--- src/cd_sector_framer_assert.svh ---
// Assertion macros for the CD sector framer.
`ifndef CD_SECTOR_FRAMER_ASSERT_SVH
`define CD_SECTOR_FRAMER_ASSERT_SVH

// Same-cycle implication, sampled on clk, off during reset.
`define CDSF_ASSERT_NOW(label, ante, cons) \
	label: assert property (@(posedge clk) disable iff (!arst_n) (ante) |-> (cons)) \
		else $error("cd_sector_framer: check failed");

// Next-cycle implication, sampled on clk, off during reset.
`define CDSF_ASSERT_NEXT(label, ante, cons) \
	label: assert property (@(posedge clk) disable iff (!arst_n) (ante) |=> (cons)) \
		else $error("cd_sector_framer: check failed");

`endif

--- src/cdsf_pkg.sv ---
// Constants and helper functions for the CD sector framer.
`timescale 1ns / 1ps
`default_nettype none

package cdsf_pkg;

	localparam int unsigned POS_W   = 9;   // word position within a raw sector
	localparam int unsigned WIDX_W  = 8;   // input word index within a user sector
	localparam int unsigned FRAME_W = 7;
	localparam int unsigned SEC_W   = 6;
	localparam int unsigned MIN_W   = 6;

	localparam logic [POS_W-1:0]   LAST_POS      = POS_W'(2352 / 8 - 1);
	localparam logic [WIDX_W-1:0]  LAST_WIDX     = 8'hFF;
	localparam logic [FRAME_W-1:0] LAST_FRAME    = FRAME_W'(75 - 1);
	localparam logic [SEC_W-1:0]   LAST_SECOND   = SEC_W'(60 - 1);
	localparam logic [MIN_W-1:0]   LAST_MINUTE   = MIN_W'(60 - 1);

	localparam logic [63:0] SYNC_WORD   = 64'hFFFF_FFFF_FFFF_FF00;
	localparam logic [63:0] SUBHDR_WORD = 64'h0000_0000_0020_0001;
	localparam logic [23:0] SYNC_TAIL   = 24'hFF_FFFF;

	// Register indexes on the config port.
	localparam logic [0:0] REG_MODE_TWO    = 1'b0;
	localparam logic [0:0] REG_SCRAMBLE_ON = 1'b1;

	// Repeating scramble key.
	function automatic logic [7:0] key_byte(input logic [3:0] idx);
		logic [7:0] k;
		unique case (idx)
			4'd0:    k = 8'hAA;
			4'd1:    k = 8'hBB;
			4'd2:    k = 8'hCC;
			4'd3:    k = 8'hDD;
			4'd4:    k = 8'hEE;
			4'd5:    k = 8'hFF;
			4'd6:    k = 8'h11;
			4'd7:    k = 8'h22;
			4'd8:    k = 8'h33;
			4'd9:    k = 8'h44;
			default: k = 8'h00;
		endcase
		return k;
	endfunction

	// Key index of byte 0 of word pos: (8*pos - 12) mod 10 = 10 - 2*((pos+1) mod 5).
	// (pos+1) mod 5 by nibble folding (16 = 1 mod 5) and three compare-subtracts.
	function automatic logic [3:0] key_phase(input logic [POS_W-1:0] pos);
		logic [POS_W-1:0] p1;
		logic [4:0]       s;
		logic [3:0]       r;
		p1 = pos + POS_W'(1);
		s  = 5'(p1[8]) + 5'(p1[7:4]) + 5'(p1[3:0]);
		if (s >= 5'd20) s = s - 5'd20;
		if (s >= 5'd10) s = s - 5'd10;
		if (s >= 5'd5)  s = s - 5'd5;
		r = s[3:0];
		return (r == 4'd0) ? 4'd0 : 4'(4'd10 - {r[2:0], 1'b0});
	endfunction

endpackage

`default_nettype wire

--- src/cd_sector_framer.sv ---
// The first result word of an item passes the stage-1 job register, then the stage-2
//   output register. Throughput: one word out per cycle while out_stall is low, as set
//   by the single output word generator; a middle item yields one word, the first item
//   of a sector 3 (mode 1) or 4 (mode 2), the last 37 or 36: 294 words per 256 items.
// Reset (arst_n, asynchronous, active low) clears the config registers, the sector
//   counters and all valid flags.
`timescale 1ns / 1ps
`default_nettype none

module cd_sector_framer
	import cdsf_pkg::*;
(
	input  wire logic        clk,
	input  wire logic        arst_n,
	// config write port
	input  wire logic        cfg_we,
	input  wire logic [0:0]  cfg_index,
	input  wire logic [0:0]  cfg_data,
	// user data in
	input  wire logic        in_valid,
	output logic             in_stall,
	input  wire logic [63:0] data_word,
	// raw sector out
	output logic             out_valid,
	input  wire logic        out_stall,
	output logic [63:0]      raw_word,
	output logic             last_of_run,
	output logic             sector_end
);

	// ------------------------------------------------------------------
	// Configuration registers
	// ------------------------------------------------------------------
	logic mode_two_q, scramble_on_q;

	always_ff @(posedge clk or negedge arst_n) begin
		if (!arst_n) begin
			mode_two_q    <= 1'b0;
			scramble_on_q <= 1'b0;
		end else if (cfg_we) begin
			unique case (cfg_index)
				REG_MODE_TWO:    mode_two_q    <= cfg_data[0];
				REG_SCRAMBLE_ON: scramble_on_q <= cfg_data[0];
				default: ;
			endcase
		end
	end

	// ------------------------------------------------------------------
	// Sector state: input word index and the minute/second/frame address
	// ------------------------------------------------------------------
	logic [WIDX_W-1:0]  widx_q;
	logic [FRAME_W-1:0] frame_q;
	logic [SEC_W-1:0]   second_q;
	logic [MIN_W-1:0]   minute_q;

	// ------------------------------------------------------------------
	// Stage 1: the job held for the item just taken in. pos_s1 walks over
	// the raw-sector word positions this item produces; last_pos_s1 is the
	// final one. Config and address are snapshotted with the item so every
	// word follows the values at its own input transfer.
	// ------------------------------------------------------------------
	logic              job_valid_s1;
	logic [63:0]       data_s1;
	logic              mode_s1, scr_s1;
	logic              tail_s1;      // item closes the sector
	logic [POS_W-1:0]  pos_s1, data_pos_s1, last_pos_s1;
	logic [FRAME_W-1:0] frame_s1;
	logic [SEC_W-1:0]  second_s1;
	logic [MIN_W-1:0]  minute_s1;

	// Stage 2: output register
	logic              out_valid_s2;
	logic [63:0]       raw_word_s2;
	logic              last_s2, end_s2;

	logic in_xfer, emit, job_done;
	logic [POS_W-1:0] hdr_words, data_pos_new;

	assign emit     = job_valid_s1 && (!out_valid_s2 || !out_stall);
	assign job_done = emit && (pos_s1 == last_pos_s1);
	// Next item may enter in the very cycle the current job issues its last word.
	assign in_stall = job_valid_s1 && !job_done;
	assign in_xfer  = in_valid && !in_stall;

	assign hdr_words    = mode_two_q ? POS_W'(3) : POS_W'(2);
	assign data_pos_new = hdr_words + POS_W'(widx_q);

	always_ff @(posedge clk or negedge arst_n) begin
		if (!arst_n) begin
			widx_q   <= '0;
			frame_q  <= '0;
			second_q <= '0;
			minute_q <= '0;
		end else if (in_xfer) begin
			widx_q <= widx_q + WIDX_W'(1);
			if (widx_q == LAST_WIDX) begin
				// address carry: frames -> seconds -> minutes, minutes wrap
				if (frame_q == LAST_FRAME) begin
					frame_q <= '0;
					if (second_q == LAST_SECOND) begin
						second_q <= '0;
						minute_q <= (minute_q == LAST_MINUTE) ? '0 : minute_q + MIN_W'(1);
					end else begin
						second_q <= second_q + SEC_W'(1);
					end
				end else begin
					frame_q <= frame_q + FRAME_W'(1);
				end
			end
		end
	end

	always_ff @(posedge clk or negedge arst_n) begin
		if (!arst_n) begin
			job_valid_s1 <= 1'b0;
		end else if (in_xfer) begin
			job_valid_s1 <= 1'b1;
		end else if (job_done) begin
			job_valid_s1 <= 1'b0;
		end
	end

	// Job payload: no reset needed.
	always_ff @(posedge clk) begin
		if (in_xfer) begin
			data_s1     <= data_word;
			mode_s1     <= mode_two_q;
			scr_s1      <= scramble_on_q;
			tail_s1     <= (widx_q == LAST_WIDX);
			data_pos_s1 <= data_pos_new;
			// first item of a sector starts at the sync word
			pos_s1      <= (widx_q == '0) ? '0 : data_pos_new;
			last_pos_s1 <= (widx_q == LAST_WIDX) ? LAST_POS : data_pos_new;
			frame_s1    <= frame_q;
			second_s1   <= second_q;
			minute_s1   <= minute_q;
		end else if (emit) begin
			pos_s1 <= pos_s1 + POS_W'(1);
		end
	end

	// ------------------------------------------------------------------
	// Word generation for position pos_s1
	// ------------------------------------------------------------------
	logic [63:0] plain_word, scr_word;
	logic [3:0]  phase;

	always_comb begin
		priority if (pos_s1 == data_pos_s1) begin
			plain_word = data_s1;
		end else if (pos_s1 == POS_W'(0)) begin
			plain_word = SYNC_WORD;
		end else if (pos_s1 == POS_W'(1)) begin
			// header: sync tail, minute, second, frame, mode byte
			plain_word = {6'b0, mode_s1, !mode_s1,
				1'b0, frame_s1, 2'b0, second_s1, 2'b0, minute_s1,
				8'h00, SYNC_TAIL};
		end else if (pos_s1 == POS_W'(2)) begin
			plain_word = SUBHDR_WORD;
		end else begin
			plain_word = '0;   // zero tail
		end
	end

	assign phase = key_phase(pos_s1);

	// Bytes below sector offset 12 (all of word 0, low half of word 1) stay clear.
	always_comb begin
		logic [4:0] kidx;
		logic       en;
		scr_word = plain_word;
		for (int b = 0; b < 8; b++) begin
			kidx = 5'(phase) + 5'(b);
			if (kidx >= 5'd10) kidx = kidx - 5'd10;
			en = scr_s1 && (pos_s1 != POS_W'(0)) && !((pos_s1 == POS_W'(1)) && (b < 4));
			if (en) scr_word[8*b +: 8] = plain_word[8*b +: 8] ^ key_byte(kidx[3:0]);
		end
	end

	// ------------------------------------------------------------------
	// Stage 2: output register, parts the generator from downstream stall
	// ------------------------------------------------------------------
	always_ff @(posedge clk or negedge arst_n) begin
		if (!arst_n) begin
			out_valid_s2 <= 1'b0;
		end else if (emit) begin
			out_valid_s2 <= 1'b1;
		end else if (!out_stall) begin
			out_valid_s2 <= 1'b0;
		end
	end

	always_ff @(posedge clk) begin
		if (emit) begin
			raw_word_s2 <= scr_word;
			last_s2     <= (pos_s1 == last_pos_s1);
			end_s2      <= tail_s1 && (pos_s1 == last_pos_s1);
		end
	end

	assign out_valid   = out_valid_s2;
	assign raw_word    = raw_word_s2;
	assign last_of_run = last_s2;
	assign sector_end  = end_s2;

	// ------------------------------------------------------------------
	// Checks
	// ------------------------------------------------------------------
`include "cd_sector_framer_assert.svh"

	// sector end only ever closes a run
	`CDSF_ASSERT_NOW(a_end_is_last, out_valid_s2 && end_s2, last_s2)
	// the word walk never overshoots its job
	`CDSF_ASSERT_NOW(a_pos_bounded, job_valid_s1, pos_s1 <= last_pos_s1)
	// a held job keeps the input stalled
	`CDSF_ASSERT_NOW(a_busy_stalls, job_valid_s1 && !job_done, in_stall)
	// closing a sector moves the address on
	`CDSF_ASSERT_NEXT(a_addr_moves, in_xfer && (widx_q == LAST_WIDX),
		frame_q != $past(frame_q))

endmodule

`default_nettype wire
--- config.mk ---
export PLATFORM = sky130hd
export DESIGN_NAME = cd_sector_framer
export DESIGN_NICKNAME = d
export VERILOG_FILES = /design/src/cdsf_pkg.sv /design/src/cd_sector_framer.sv
export VERILOG_INCLUDE_DIRS = /design/src /design/src/src
export SDC_FILE = /design/constraint.sdc
export NUM_CORES = 1
export LEC_CHECK = 0
export BUFFER_PORTS_ARGS = -buffer_cell sky130_fd_sc_hd__buf_2
export CAP_MARGIN = 25
export CORE_AREA = 10 10 158 160
export CTS_CLUSTER_DIAMETER = 50
export CTS_CLUSTER_SIZE = 10
export DETAILED_ROUTE_END_ITERATION = 12
export DIE_AREA = 0 0 168 170
export PLACE_DENSITY = 0.72
export SLEW_MARGIN = 15
export SYNTH_ARGS = -nofsm -noshare
export SYNTH_HDL_FRONTEND = slang
export SYNTH_SLANG_ARGS = --single-unit
--- constraint.sdc ---
create_clock -name clk -period 6.7 [get_ports clk]
set_input_delay 1.675 -clock clk [delete_from_list [all_inputs] [get_ports clk]]
set_output_delay 1.675 -clock clk [all_outputs]
set_load 0.02 [all_outputs]
## Word level (Yosys, flattened, before mapping)

Memories as Yosys holds them, arrays and structs flattened.
Index checks and enable logic that the tools add are counted.

- Bits in registers: 210
- Memory bits (read-only): 1024
- Bits of input ports: 71
- Output and inout bits: 68
- Word-level logic and storage cells: 153
- Memories: 8

- Add/subtract/negate cells: 27
- Order comparisons: 11
- Eq/ne operators: 9
- Multiplexer cells: 43
- Bitwise logic cells: 9
- Reduce and logical (&&, ||, !) cells: 25

Memories:

| name | words | width | rd ports | clocked after memory_dff | write ports | line | RTL |
|---|---|---|---|---|---|---|---|
| (name not given) | 16 | 8 | 1 | 0 | 0 | cdsf_pkg.sv:30 | `unique case (idx)` |
| (name not given) | 16 | 8 | 1 | 0 | 0 | cdsf_pkg.sv:30 |  |
| (name not given) | 16 | 8 | 1 | 0 | 0 | cdsf_pkg.sv:30 |  |
| (name not given) | 16 | 8 | 1 | 0 | 0 | cdsf_pkg.sv:30 |  |
| (name not given) | 16 | 8 | 1 | 0 | 0 | cdsf_pkg.sv:30 |  |
| (name not given) | 16 | 8 | 1 | 0 | 0 | cdsf_pkg.sv:30 |  |
| +2 memories | - | - | - | - | - | - |  |

Operator list:

| cell | number |
|---|---|
| two-way mux 64 bit | 2 |
| two-way mux 8 bit | 16 |
| bitwise XOR 8 bit | 8 |
| two-way mux 58 bit | 1 |
| >= comparator 5 x 4 -> 1 bit (second input constant) | 8 |
| two-way mux 4 bit | 10 |
| subtractor 4 bit (second input constant) | 8 |
| two-way mux 9 bit | 3 |
| two-way mux 22 bit | 1 |
| adder 4 x 3 -> 5 bit (second input constant) | 4 |
| == test 9 bit | 2 |
| adder 6 x 1 -> 6 bit (second input constant) | 2 |
| == test 6 bit (second input constant) | 2 |
| two-way mux 6 bit | 2 |
| adder 4 x 2 -> 5 bit (second input constant) | 2 |
| two-way mux 5 bit | 2 |
| adder 2 x 8 -> 9 bit | 1 |
| adder 9 x 1 -> 9 bit (second input constant) | 1 |
| == test 9 x 1 -> 1 bit (second input constant) | 1 |
| == test 9 x 2 -> 1 bit (second input constant) | 1 |
| zero test 9 bit | 1 |
| nonzero test 9 bit | 1 |
| adder 8 x 1 -> 8 bit (second input constant) | 1 |
| == test 8 bit (second input constant) | 1 |
| other kinds (25) | 43 |

## Logic depth before layout (Yosys ltp)

An unclocked memory read counts as a cell.

- Word-level depth: 18
- Mapped depth: 33
- Mapped depth without buffers: 30

## Worst setup path after synthesis

OpenSTA, ideal clock, no wires.

- Path type: flip-flop to flip-flop
- Start point: register pos_s1[1]
- End point: register raw_word_s2[55], in the netlist raw_word[55], data pin
- Library setup time: 0.256 ns
- Arrival: 6.384 ns
- Data required time: 6.444 ns
- Slack: 0.060 ns
- Cell stages (with the launch flop): 34
- Buffers on the path: 4
- Period minus slack after synthesis: 6.640 ns
- Cell sequence: edfxtp_1 ha_1 nand3_1 nor2_1 nand2_1 xor2_1 fa_1 inv_1 ha_1 nor3_1 xnor2_1 ha_1 inv_1 a211oi_1 and3b_1 or4_4 buf_6 clkbuf_1 nor2_1 nand2_1 nand3_1 buf_2 ha_1 inv_1 ha_1 clkbuf_1 a21o_1 xnor2_1 inv_1 ha_1 nand3b_1 a21o_1 mux2_2 o22a_1

- Cells in the longest elaborated chain, start to end: 18
- Elaborated cells on any way between the ends: 29
- Those cells by class: add/sub (9); order compare (4); eq/ne (1); mux (9); bitwise (1); reduce/logical (4); memory (1)

RTL lines:

| what | line | RTL |
|---|---|---|
| from (decl) | cd_sector_framer.sv:67 | `logic [POS_W-1:0] pos_s1, data_pos_s1, last_pos_s1;` |
| from (signal assigned) | cd_sector_framer.sv:133 | `pos_s1 <= (widx_q == '0) ? '0 : data_pos_new;` |
| from (signal assigned) | cd_sector_framer.sv:139 | `pos_s1 <= pos_s1 + POS_W'(1);` |
| adder 9 x 1 -> 9 bit | cdsf_pkg.sv:52 | `p1 = pos + POS_W'(1);` |
| adder 1 x 4 -> 5 bit | cdsf_pkg.sv:53 | `s = 5'(p1[8]) + 5'(p1[7:4]) + 5'(p1[3:0]);` |
| adder 5 x 4 -> 5 bit | cdsf_pkg.sv:53 |  |
| subtractor 5 bit / >= comparator 5 bit (equally long branches) | cdsf_pkg.sv:54 | `if (s >= 5'd20) s = s - 5'd20;` |
| two-way mux 5 bit | cdsf_pkg.sv:54 |  |
| subtractor 5 x 4 -> 5 bit / >= comparator 5 x 4 -> 1 bit (equally long branches) | cdsf_pkg.sv:55 | `if (s >= 5'd10) s = s - 5'd10;` |
| two-way mux 5 bit | cdsf_pkg.sv:55 |  |
| subtractor 4 x 3 -> 4 bit / >= comparator 5 x 3 -> 1 bit (equally long branches) | cdsf_pkg.sv:56 | `if (s >= 5'd5) s = s - 5'd5;` |
| [3 not listed] | - |  |
| adder 4 x 3 -> 5 bit | cd_sector_framer.sv:174 | `kidx = 5'(phase) + 5'(b);` |
| subtractor 4 bit / >= comparator 5 x 4 -> 1 bit (equally long branches) | cd_sector_framer.sv:175 | `if (kidx >= 5'd10) kidx = kidx - 5'd10;` |
| two-way mux 4 bit | cd_sector_framer.sv:175 |  |
| memory read (16 x 8 bit) | - |  |
| two-way mux 8 bit | cd_sector_framer.sv:177 | `if (en) scr_word[8*b +: 8] = plain_word[8*b +: 8] ^ key_byte(kidx[3:0]);` |
| bitwise XOR 8 bit | cd_sector_framer.sv:177 |  |
| two-way mux 8 bit * | cd_sector_framer.sv:177 |  |
| net scr_word[55] | cd_sector_framer.sv:146 | `logic [63:0] plain_word, scr_word;` |
| to (signal assigned) | cd_sector_framer.sv:196 | `raw_word_s2 <= scr_word;` |
| to (decl) | cd_sector_framer.sv:74 | `logic [63:0] raw_word_s2;` |

The timed path passes the listed nets; every way through them passes the cells marked *. The select of a mux whose other input is x is not followed.
A chain may end at the register's enable or synchronous reset.

## Worst setup path in the final report

- Start point: register pos_s1[0]
- End point: register raw_word_s2[55], in the netlist raw_word[55], data pin

The elaborated chain is that of the path after synthesis.

==> results.cfg <==
[synth]
syn_nets = 1032
netlist_area_sq_um = 10700
synth_edf_count = 179
synth.distinct_cells = 82
synth_seq_area_share = 0.576
yosysTopAreaCell = edfxtp_1
yosysWarnings = 0
async_reset_ff_frac = 0.148
ys_ff_latch = 210
syn_avg_cell_area_sq_um = 11.5
synth_flop_cell = edfxtp_1
netlist_instances = 930
synthTopCellsByArea = edfxtp_1 (50%), dfrtp_1 (7.3%), xnor2_1 (5.9%)
yosys.area.top_type_share = 0.504

[place]
hpwl_mm = 17.7
dp_slack_ps = 24.3
dpl-instance-area_sq_um = 11800
io_buffer_count = 138
place_congestion = 0.912

[clocking]
htreeDepth = 1
cts_tree = yes
cts_root_buf = clkbuf_16
cts.sinks = 210
hold_buffers = 0
insertion_delay_ps = 550
clk_pin_slew_worst_paths_ps = 60
clk_path_buf_depth = 3
numCtsBuffers = 28

[cells_and_area]
fillers = 1777
fin_area_sq_um = 12700
nets = 1184
diodes = 0
drive_above_1_share = 0.234
final_cell_mix = edfxtp_1 (179), buf_2 (138), a21oi_1 (87)
multiInputGateArea_sq_um = 4280
final_common_cell = edfxtp_1
utilization = 0.588
seqCellArea_sq_um = 6150
synthToLayoutAreaGrowth_pct = 19.4

[timing]
tns_ps = 0
slew_headroom = 0.345
rsz0062_at_grt = yes
hold_violations = 0
tightest_slew_ps = 983
max_freq_mhz = 157
fin_crit_ps = 6380
slew_violations = 0
fin_skew_ps = 30.3
timing.final.crit_share = 0.952
final.setup.worst_slack_ps = 324
setup_viol = 0
whs_ps = 441

[detailed_routing]
highest_layer = met4
drcViolationCount = 0
wl_met1_mm = 11.1
wl_met2_mm = 12.1
firstDrtPassIters = 5
first_iter_violations = 741
viasPerCell = 5.58
drtAntennaViolNets = 0
dr_total_vias = 7710
routed_wl_mm = 25.5
routedWlPerCell_um = 18.5
wl_met3_mm = 1.70

[run_status]
status = complete, no violations

[min_path]
hold_start = scramble_on_q
min-delay-path-class = reg2reg

[pwr]
pwr-share-seq = 0.266
p_leak_nw = 5.02
p_comb_frac = 0.545
swShare = 0.405
p_int_w = 0.00414
switching_power_w = 0.00281
power.density_nw_per_um2 = 546
ir_drop_mv = 0.357
p_clk_frac = 0.189

[critical_path]
arrival_ps = 6680
cp_slowest_cell = or4_4
crit_start = pos_s1[0]
crit_path_frequent_cell = buf_4
worstSetupStartpointType = flop
crit_required_ps = 7000
endpoint_kind = flop
criticalPathCategory = reg2reg
path_max_fanout = 10
cp_slowest_stage_delay_ps = 630
r2r-start = pos_s1[0]

[global_routing]
grt_max_degree = 91
grt_use_total = 0.169
antenna_found_initial = 0
grt_first_pass_wirelength_mm = 39.8
grt_pass1_vias = 7588
overflow = 0

[die]
std_cell_rows = 54
die_w_um = 168
ioPinCount = 139
dieArea_sq_um = 28600
floorplan.die.height_um = 170
coreArea_sq_um = 21700
start_util = 0.492

[job]
maxCapViolations = 0
-- cell families (layout without fill, tap and decap cells) --
group,count (synthesis),after routing,share of synthesized area
and+or+nand+nor,262,262,0.120
muxes,16,16,0.0159
AOI/OAI and AO/OA,214,214,0.127
adders and majority gates,31,31,0.0377
buffers and inverters,89,260,0.0334
DFF,210,210,0.576
xor gates and xnor gates,108,108,0.0893
-- worst max-delay path: cells and delay by family, from the launching register on --
family                     cells  cell delay, ps
DFF                            1             350
xor gates and xnor gates       2             350
buffers and inverters          4             590
muxes                          1             260
adders and majority gates      5            1290
and+or+nand+nor                9            1670
AOI/OAI and AO/OA              8            1590
-- flip-flops by register name, indices dropped and copies added (netlist names), 7 cells and up --
signal	flops
frame_q	7
data_pos_s1	9
frame_s1	7
data_s1	64
raw_word	64
last_pos_s1	9
pos_s1	9
widx_q	8
-- stage by stage --
stage / power (W) / cells
floorplan: 0.00442 / 930
global placement: 0.00537 / 1326
detailed placement: 0.00542 / 1326
CTS: 0.00677 / 1375
global route: 0.00742 / 1381
finish: 0.00695 / 1381
-- synth_stat cells, types with 4 or more instances --
cell      count
a211oi_1      7
a21o_1        7
a21oi_1      87
a31oi_1       5
a32oi_1       4
and3_1        8
buf_2         9
clkbuf_1     42
dfrtp_1      31
edfxtp_1    179
ha_1         29
inv_1        32
mux2_2        7
mux2i_1       8
nand2_1      79
nand2b_1      7
nand3_1      19
nand4_1      17
nor2_1       70
nor2b_1       4
nor3_1       19
nor4_1        6
o211a_1       4
o21ai_0      43
o22a_1        4
o31ai_1       7
or3_1         6
xnor2_1      72
xor2_1       35
-- power groups by stage --
stage               combinational (W)  clock, W  sequential (W)
floorplan                     0.00231         0         0.00211
global placement              0.00350         0         0.00187
detailed placement            0.00355         0         0.00187
CTS                           0.00358   0.00134         0.00185
global route                  0.00416   0.00140         0.00186
finish                        0.00379   0.00132         0.00185
-- final timing paths --
check                               end  slack, ps  cells after the start
min                              scr_s1        440                      0
min in group asynchronous   second_q[5]       1190                      1
max                        raw_word[55]        320                     29
min reg2reg                      scr_s1        440                      0
max reg2reg                raw_word[55]        320                     29
max in group asynchronous    frame_q[3]       5040                      1
-- layout make-up --
type / instances / area share
clock inverter: 9 / 0.00658
timing repair buffer: 177 / 0.0784
sequential: 210 / 0.483
clock buffer: 40 / 0.0585
multi-input combinational: 631 / 0.336
inverter: 34 / 0.0102
tap: 280 / 0.0275
-- routing by layer --
layer / vias up / track usage
met1: 3714 / 0.220
met2: 242 / 0.279
met4: 0 / 0.0503
li1: 3712 / -
met3: 42 / 0.0339
met5: - / 0
-- timing repair --
item | CTS | global route
pin swaps | 0 | 6
setup buffers | 0 | 6
gates resized for setup | 1 | 22
endpoints found under the setup margin | 1 | 39
(Power assumes the default switching activity.)
